**src/marf_pkg.sv**
```systemverilog
`default_nettype none
// ----------------------------------------------------------------------------
// Allowlist and rate filter package
// Shared types, table sizes and request codes.
// ----------------------------------------------------------------------------
package marf_pkg;

    localparam int ALLOW_SLOTS    = 16;
    localparam int INTERVAL_SLOTS = 8;
    localparam int FLOW_SLOTS     = 16;
    localparam int ALLOW_IDX_W    = $clog2(ALLOW_SLOTS);
    localparam int IV_IDX_W       = $clog2(INTERVAL_SLOTS);
    localparam int FLOW_IDX_W     = $clog2(FLOW_SLOTS);

    typedef enum logic [2:0] {
        REQ_MSG         = 3'd0,
        REQ_WR_ALLOW    = 3'd1,
        REQ_WR_INTERVAL = 3'd2,
        REQ_CLR_INTERVAL = 3'd3,
        REQ_CLR_ALLOW   = 3'd4
    } req_t;

    typedef enum logic [1:0] {
        CAUSE_NONE  = 2'd0,
        CAUSE_ALLOW = 2'd1,
        CAUSE_RATE  = 2'd2
    } cause_t;

    typedef struct packed {
        logic [2:0]  req_type;
        logic [15:0] msg_id;
        logic [7:0]  entity;
        logic [47:0] now;
        logic [3:0]  slot;
        logic        rule_valid;
        logic        entity_known;
        logic [31:0] interval;
    } item_t;

    // Controller to datapath.
    typedef struct packed {
        logic capture;
        logic decide;
    } cmd_t;

    // Datapath to controller.
    typedef struct packed {
        logic is_msg;
    } status_t;

endpackage
`default_nettype wire

```
**src/marf_datapath.sv**
```systemverilog
`default_nettype none
// ----------------------------------------------------------------------------
// Allowlist and rate filter datapath
// Rule tables, flow table and the decision logic over a captured item.
// ----------------------------------------------------------------------------
module marf_datapath (
    input  wire logic            aclk,
    input  wire logic            aresetn,
    input  marf_pkg::item_t      item_in,
    input  marf_pkg::cmd_t       cmd,
    output marf_pkg::status_t    status,
    output logic                 res_dropped,
    output logic [1:0]           res_cause,
    output logic                 res_overflow
);
    import marf_pkg::*;

    item_t item_reg;

    logic [ALLOW_SLOTS-1:0]    al_valid_reg, al_known_reg;
    logic [15:0]               al_id_reg  [ALLOW_SLOTS];
    logic [7:0]                al_ent_reg [ALLOW_SLOTS];
    logic [INTERVAL_SLOTS-1:0] iv_valid_reg;
    logic [15:0]               iv_id_reg  [INTERVAL_SLOTS];
    logic [31:0]               iv_val_reg [INTERVAL_SLOTS];
    logic [FLOW_SLOTS-1:0]     fl_valid_reg;
    logic [15:0]               fl_id_reg  [FLOW_SLOTS];
    logic [7:0]                fl_ent_reg [FLOW_SLOTS];
    logic [47:0]               fl_last_reg [FLOW_SLOTS];

    logic listed, matched, rule_found, hit_found, free_found;
    logic [31:0] rule_ivl;
    logic [FLOW_IDX_W-1:0] hit_idx, free_idx;
    logic [ALLOW_IDX_W-1:0] al_idx;
    logic [IV_IDX_W-1:0] iv_idx;
    logic [47:0] last;
    logic [48:0] deadline;
    logic drop_allow, drop_rate, do_update, do_alloc, ovf;

    assign al_idx = item_reg.slot[ALLOW_IDX_W-1:0];
    assign iv_idx = item_reg.slot[IV_IDX_W-1:0];

    always_comb begin
        listed = 1'b0;
        matched = 1'b0;
        for (int i = 0; i < ALLOW_SLOTS; i++) begin
            if (al_valid_reg[i] && al_id_reg[i] == item_reg.msg_id) begin
                listed = 1'b1;
                if (al_known_reg[i] && al_ent_reg[i] == item_reg.entity) matched = 1'b1;
            end
        end
    end

    // The lowest-numbered matching interval slot rules.
    always_comb begin
        rule_found = 1'b0;
        rule_ivl = '0;
        for (int i = INTERVAL_SLOTS - 1; i >= 0; i--) begin
            if (iv_valid_reg[i] && iv_id_reg[i] == item_reg.msg_id) begin
                rule_found = 1'b1;
                rule_ivl = iv_val_reg[i];
            end
        end
    end

    always_comb begin
        hit_found = 1'b0;
        free_found = 1'b0;
        hit_idx = '0;
        free_idx = '0;
        for (int i = FLOW_SLOTS - 1; i >= 0; i--) begin
            if (fl_valid_reg[i]) begin
                if (fl_id_reg[i] == item_reg.msg_id && fl_ent_reg[i] == item_reg.entity) begin
                    hit_found = 1'b1;
                    hit_idx = FLOW_IDX_W'(i);
                end
            end else begin
                free_found = 1'b1;
                free_idx = FLOW_IDX_W'(i);
            end
        end
    end

    always_comb begin
        last = hit_found ? fl_last_reg[hit_idx] : 48'd0;
        deadline = {1'b0, last} + {17'd0, rule_ivl};
        drop_allow = listed && !matched;
        drop_rate = !drop_allow && rule_found && (deadline > {1'b0, item_reg.now});
        do_update = !drop_allow && rule_found && !drop_rate && hit_found;
        do_alloc = !drop_allow && rule_found && !drop_rate && !hit_found && free_found;
        ovf = !drop_allow && rule_found && !drop_rate && !hit_found && !free_found;
    end

    assign status.is_msg = (item_reg.req_type == REQ_MSG);

    always_ff @(posedge aclk) begin
        if (cmd.capture) item_reg <= item_in;
    end

    always_ff @(posedge aclk) begin
        if (cmd.decide) begin
            if (item_reg.req_type == REQ_MSG) begin
                res_dropped  <= drop_allow || drop_rate;
                res_cause    <= drop_allow ? CAUSE_ALLOW : (drop_rate ? CAUSE_RATE : CAUSE_NONE);
                res_overflow <= ovf;
            end else begin
                res_dropped  <= 1'b0;
                res_cause    <= CAUSE_NONE;
                res_overflow <= 1'b0;
            end
        end
    end

    // Payload of the tables.
    always_ff @(posedge aclk) begin
        if (cmd.decide) begin
            if (item_reg.req_type == REQ_WR_ALLOW && 32'(item_reg.slot) < ALLOW_SLOTS) begin
                al_id_reg[al_idx]  <= item_reg.msg_id;
                al_ent_reg[al_idx] <= item_reg.entity;
            end
            if (item_reg.req_type == REQ_WR_INTERVAL && 32'(item_reg.slot) < INTERVAL_SLOTS) begin
                iv_id_reg[iv_idx]  <= item_reg.msg_id;
                iv_val_reg[iv_idx] <= item_reg.interval;
            end
            if (item_reg.req_type == REQ_MSG && do_update) fl_last_reg[hit_idx] <= item_reg.now;
            if (item_reg.req_type == REQ_MSG && do_alloc) begin
                fl_last_reg[free_idx] <= item_reg.now;
                fl_id_reg[free_idx]   <= item_reg.msg_id;
                fl_ent_reg[free_idx]  <= item_reg.entity;
            end
        end
    end

    always_ff @(posedge aclk) begin
        if (!aresetn) begin
            al_valid_reg <= '0;
            al_known_reg <= '0;
            iv_valid_reg <= '0;
            fl_valid_reg <= '0;
        end else if (cmd.decide) begin
            unique case (item_reg.req_type)
                REQ_MSG: begin
                    if (do_alloc) fl_valid_reg[free_idx] <= 1'b1;
                end
                REQ_WR_ALLOW: begin
                    if (32'(item_reg.slot) < ALLOW_SLOTS) begin
                        al_valid_reg[al_idx] <= item_reg.rule_valid;
                        al_known_reg[al_idx] <= item_reg.entity_known;
                    end
                end
                REQ_WR_INTERVAL: begin
                    if (32'(item_reg.slot) < INTERVAL_SLOTS)
                        iv_valid_reg[iv_idx] <= item_reg.rule_valid;
                end
                REQ_CLR_INTERVAL: begin
                    iv_valid_reg <= '0;
                    fl_valid_reg <= '0;
                end
                REQ_CLR_ALLOW: al_valid_reg <= '0;
                default: ;
            endcase
        end
    end

endmodule
`default_nettype wire

```
**src/marf_ctrl.sv**
```systemverilog
`default_nettype none
// ----------------------------------------------------------------------------
// Allowlist and rate filter controller
// Sequences capture, decision and result hand-off for one item at a time.
// ----------------------------------------------------------------------------
module marf_ctrl (
    input  wire logic          aclk,
    input  wire logic          aresetn,
    input  wire logic          s_tvalid,
    output logic               s_tready,
    output logic               m_tvalid,
    input  wire logic          m_tready,
    input  marf_pkg::status_t  status,
    output marf_pkg::cmd_t     cmd
);
    import marf_pkg::*;

    typedef enum logic [2:0] {
        ST_IDLE   = 3'b001,
        ST_DECIDE = 3'b010,
        ST_OUT    = 3'b100
    } state_t;

    state_t state_reg, state_next;

    // The result register is free when empty or being emptied this cycle.
    always_comb begin
        s_tready = (state_reg == ST_IDLE) || (state_reg == ST_OUT && m_tready);
        m_tvalid = (state_reg == ST_OUT);
        cmd.capture = s_tvalid && s_tready;
        cmd.decide = (state_reg == ST_DECIDE);
        state_next = state_reg;
        unique case (state_reg)
            ST_IDLE:   if (s_tvalid) state_next = ST_DECIDE;
            ST_DECIDE: state_next = ST_OUT;
            ST_OUT: begin
                if (m_tready) state_next = s_tvalid ? ST_DECIDE : ST_IDLE;
            end
            default:   state_next = ST_IDLE;
        endcase
    end

    always_ff @(posedge aclk) begin
        if (!aresetn) state_reg <= ST_IDLE;
        else state_reg <= state_next;
    end

    logic unused_status;
    assign unused_status = status.is_msg;

endmodule
`default_nettype wire

```
**src/message_allowlist_rate_filter_top.sv**
```systemverilog
`default_nettype none
// ----------------------------------------------------------------------------
// Message allowlist and rate filter
// Drops messages by per-type entity allowlist and per-flow minimum interval.
// ----------------------------------------------------------------------------
// Each item is first captured, then compared against all rule and flow slots
// in parallel and the flow timer updated, after which the result waits in the
// output register; the next item is captured at the edge that hands the result
// off, so no new item is taken while one is being decided.
module message_allowlist_rate_filter_top (
    input  wire logic         aclk,
    input  wire logic         aresetn,
    input  wire logic         s_tvalid,
    output logic              s_tready,
    // tdata: msg_id[15:0], entity[23:16], now[71:24], slot[75:72], rule_valid[76],
    // entity_known[77], interval[109:78], zero pad [111:110]
    input  wire logic [111:0] s_tdata,
    // tuser: req_type[2:0]
    input  wire logic [2:0]   s_tuser,
    output logic              m_tvalid,
    input  wire logic         m_tready,
    // tdata: dropped[0], drop_cause[2:1], timer_overflow[3], zero pad [7:4]
    output logic [7:0]        m_tdata
);
    import marf_pkg::*;

    item_t   item;
    cmd_t    cmd;
    status_t status;
    logic       res_dropped, res_overflow;
    logic [1:0] res_cause;

    always_comb begin
        item.req_type     = s_tuser;
        item.msg_id       = s_tdata[15:0];
        item.entity       = s_tdata[23:16];
        item.now          = s_tdata[71:24];
        item.slot         = s_tdata[75:72];
        item.rule_valid   = s_tdata[76];
        item.entity_known = s_tdata[77];
        item.interval     = s_tdata[109:78];
    end

    marf_ctrl u_ctrl (
        .aclk(aclk), .aresetn(aresetn),
        .s_tvalid(s_tvalid), .s_tready(s_tready),
        .m_tvalid(m_tvalid), .m_tready(m_tready),
        .status(status), .cmd(cmd)
    );

    marf_datapath u_dp (
        .aclk(aclk), .aresetn(aresetn),
        .item_in(item), .cmd(cmd), .status(status),
        .res_dropped(res_dropped), .res_cause(res_cause), .res_overflow(res_overflow)
    );

    assign m_tdata = {4'd0, res_overflow, res_cause, res_dropped};

endmodule
`default_nettype wire

```
**config.mk**
```make
export PLATFORM = sky130hd
export DESIGN_NAME = message_allowlist_rate_filter_top
export DESIGN_NICKNAME = d
export VERILOG_FILES = /design/src/marf_pkg.sv /design/src/marf_datapath.sv /design/src/marf_ctrl.sv /design/src/message_allowlist_rate_filter_top.sv
export SDC_FILE = /design/constraint.sdc
export NUM_CORES = 2
export LEC_CHECK = 0
export BUFFER_PORTS_ARGS = -buffer_cell sky130_fd_sc_hd__buf_2
export CORE_MARGIN = 4
export CORE_UTILIZATION = 50
export DETAILED_ROUTE_END_ITERATION = 7
export PLACE_DENSITY = 0.68
export SYNTH_ARGS = -nofsm -noshare
export SYNTH_HDL_FRONTEND = slang
export SYNTH_HIERARCHICAL = 1
export SYNTH_SLANG_ARGS = --single-unit
```
**constraint.sdc**
```tcl
create_clock -name aclk -period 41.3 [get_ports aclk]
set_input_delay 12.39 -clock aclk [delete_from_list [all_inputs] [get_ports aclk]]
set_output_delay 12.39 -clock aclk [all_outputs]
set_load 0.005 [all_outputs]
```
==> flow_summary.json <==
{
  "layout_min_cycle_time_ns": 25.32,
  "die_y_microns": 430,
  "rr_worst_depth": 37,
  "syn_area_sq_um": 89100,
  "syn_inst": 5978,
  "final_cell_mix": "edfxtp_1 (2037), xnor2_1 (607), nand2_1 (509)",
  "avgSynthCellArea_sq_um": 14.9,
  "timing_worst_setup_path_type": "input pin to output pin",
  "cp.arrival_ns": 12.93,
  "netlist_top_cells_area": "edfxtp_1 (69%), xnor2_1 (6.0%), xor2_1 (3.2%)",
  "drt-wirelength-per-cell_microns": 24.5,
  "fin_tns_setup_ns": 0,
  "grt_pass1_vias": 50100,
  "cts_tree": "built",
  "clockBufferDepth": 3,
  "grt_pass1_wl_microns": 318000,
  "clockRootBuffer": "clkbuf_16",
  "initial_core_util_pct": 50.4,
  "grt_max_degree": 115,
  "final_hold_viol_count": 0,
  "grt_use_total_pct": 22.8,
  "drtIter0Drc": 5299,
  "antenna_found_initial": 4,
  "crit_required_ns": 28.91,
  "die_area_sq_um": 185000,
  "dp_cells": 8274,
  "tightest_slew_ns": 1.28,
  "crit_chain": "buf_2 > nand3b_1 > a21oi_1 > buf_2",
  "cts_resized": 0,
  "layout.filler_cells": 13800,
  "finish.net_count": 6342,
  "yosysUniqueCellTypes": 92,
  "core_sq_um": 177000,
  "gp_congestion": 0.829,
  "routed_wl_microns": 212000,
  "die_w_microns": 430,
  "yosysTopAreaCell": "edfxtp_1",
  "grt_overflow": 0,
  "clk_latency_ns": 0.85,
  "final_common_cell": "edfxtp_1",
  "r2r-end": "u_dp/fl_last_reg[5][18]",
  "min_from": "u_dp/al_valid_reg[14]",
  "leakage_nw": 31.8,
  "io_buffers": 122,
  "yosys_most_used_dff": "edfxtp_1",
  "largest_reg_flops": 768,
  "drive_gt1_share_pct": 12.0,
  "fin_cells": 8659,
  "synth.ff_latch_count": 2096,
  "total_power_mw": 4.36,
  "hold_depth": 2,
  "skew_ns": 0.0265,
  "synth_edf_count": 2037,
  "routed_via_density": 5.83,
  "netlist.area_leader.share_pct": 68.7,
  "crit_fanout": 3,
  "r2r_slack_ns": 26.56,
  "rsz0062_at_grt": "no",
  "area_growth_pct": 11.5,
  "num_rows": 154,
  "setup_violations": 0,
  "slowest_stage": "a21oi_1",
  "async_reset_ff_share_pct": 0,
  "via_count": 50500,
  "start_kind": "input pin",
  "drc": 0,
  "h-tree-depth": 4,
  "peakVddDrop_v": 0.0000416,
  "ant_nets": 0,
  "drv_cap": 0,
  "p_per_area_nw_per_um2": 43.9,
  "seq_area_frac_synth_pct": 70.0,
  "max_clock_freq_mhz": 39.5,
  "cp_slowest_stage_delay_ns": 0.16,
  "status": "complete, no violations",
  "cts.clk_slew.worst_paths_ns": 0.06,
  "postCtsSetupBuffers": 0,
  "endpoint_kind": "output pin",
  "finalCritPeriodShare_pct": 61.3,
  "slew_headroom_pct": 14.5,
  "maxSlewViolCount": 0,
  "yosysWarnings": 6,
  "hold_path_class": "register to register",
  "r2r_start": "u_dp/item_reg[108]",
  "clkSinkCount": 2096,
  "hpwl_microns": 118000,
  "cts.hold.buffers_added": 0,
  "num_io_pins": 129,
  "numCtsBuffers": 206,
  "worstHoldEndpoint": "u_dp/al_valid_reg[14]",
  "firstDrtPassIters": 6,
  "path_common_cell": "buf_2"
}
## Yosys cell counts (10+ instances only)
library cell and instances:
a211oi_1 15, a21boi_0 19, a21o_1 32, a21oi_1 147
a22o_1 21, a31oi_1 10, and2_1 17, and3_1 29
buf_1 54, buf_2 62, buf_4 11, buf_6 18
clkbuf_1 148, dfxtp_1 59, edfxtp_1 2037, ha_1 80
inv_1 71, mux2_2 17, mux2i_1 196, mux4_2 88
nand2_1 510, nand2b_1 35, nand3_1 139, nand4_1 222
nand4b_1 12, nor2_1 316, nor2b_1 21, nor3_1 34
nor4_1 161, nor4b_1 16, o21ai_0 229, o21bai_1 16
o22ai_1 27, or4_1 15, xnor2_1 607, xor2_1 324
## critical path, delay by kind of cell
family	cells	cell delay, ns
simple gates	1	0.15
buf+inv	2	0.23
compound gates	1	0.16
## worst max-delay path by stage
stage	startpoint	to	slack [ns]	cells past startpoint
final	m_tready	s_tready	15.98	4
after global routing	m_tready	s_tready	15.93	4
after CTS	m_tready	s_tready	15.97	4
after detailed placement	m_tready	s_tready	15.98	4
after global placement	m_tready	s_tready	16.03	4
after floorplan	m_tready	s_tready	16.27	2
## final cells by class
cell class / instances / area, sq um / share of cell area (%)
sequential: 2096 / 62300 / 62.8
multi-input combinational: 3518 / 25400 / 25.6
clock buffer: 268 / 5470 / 5.51
tap: 2340 / 2930 / 2.95
timing repair buffer: 248 / 1690 / 1.71
clock inverter: 115 / 1170 / 1.17
inverter: 72 / 270 / 0.272
antenna: 2 / 5.00 / 0.00504
## routing by layer
layer / up-vias / part of all wire, % / track usage, %
li1: 22700 / - / -
met3: 345 / 6.5 / 3.46
met2: 1781 / 48 / 37.1
met1: 25600 / 43 / 31.7
met4: 2 / 2.9 / 7.28
met5: - / 0.0061 / 0
## metrics by stage
stage               setup WS [ns]  hold slack, ns  util (%)  cell area, sq um
floorplan                   16.27           0.449         -             89100
global placement            16.03           0.464      52.5             92700
detailed placement          15.98           0.474      52.5             92700
CTS                         15.97           0.482      56.2             99300
global route                15.93           0.513      56.2             99300
finish                      15.98           0.484      56.2             99300
## cell families after synthesis
kind of cell	Yosys count	share of synthesized area, %
xor+xnor	940	9.32
mux	303	4.67
flops	2096	70.0
compound gates	610	4.22
simple gates	1580	8.78
other cells	1	0.00421
buf+inv	367	1.86
fa+ha+maj	81	1.15
## power by group
part	leakage, nW	internal, mW	switching [mW]
clock network	3.23	1.04	0.799
registers	18.8	2.35	0.0233
logic	9.71	0.0481	0.102
Note: power is estimated with default switching activity, not from simulation.
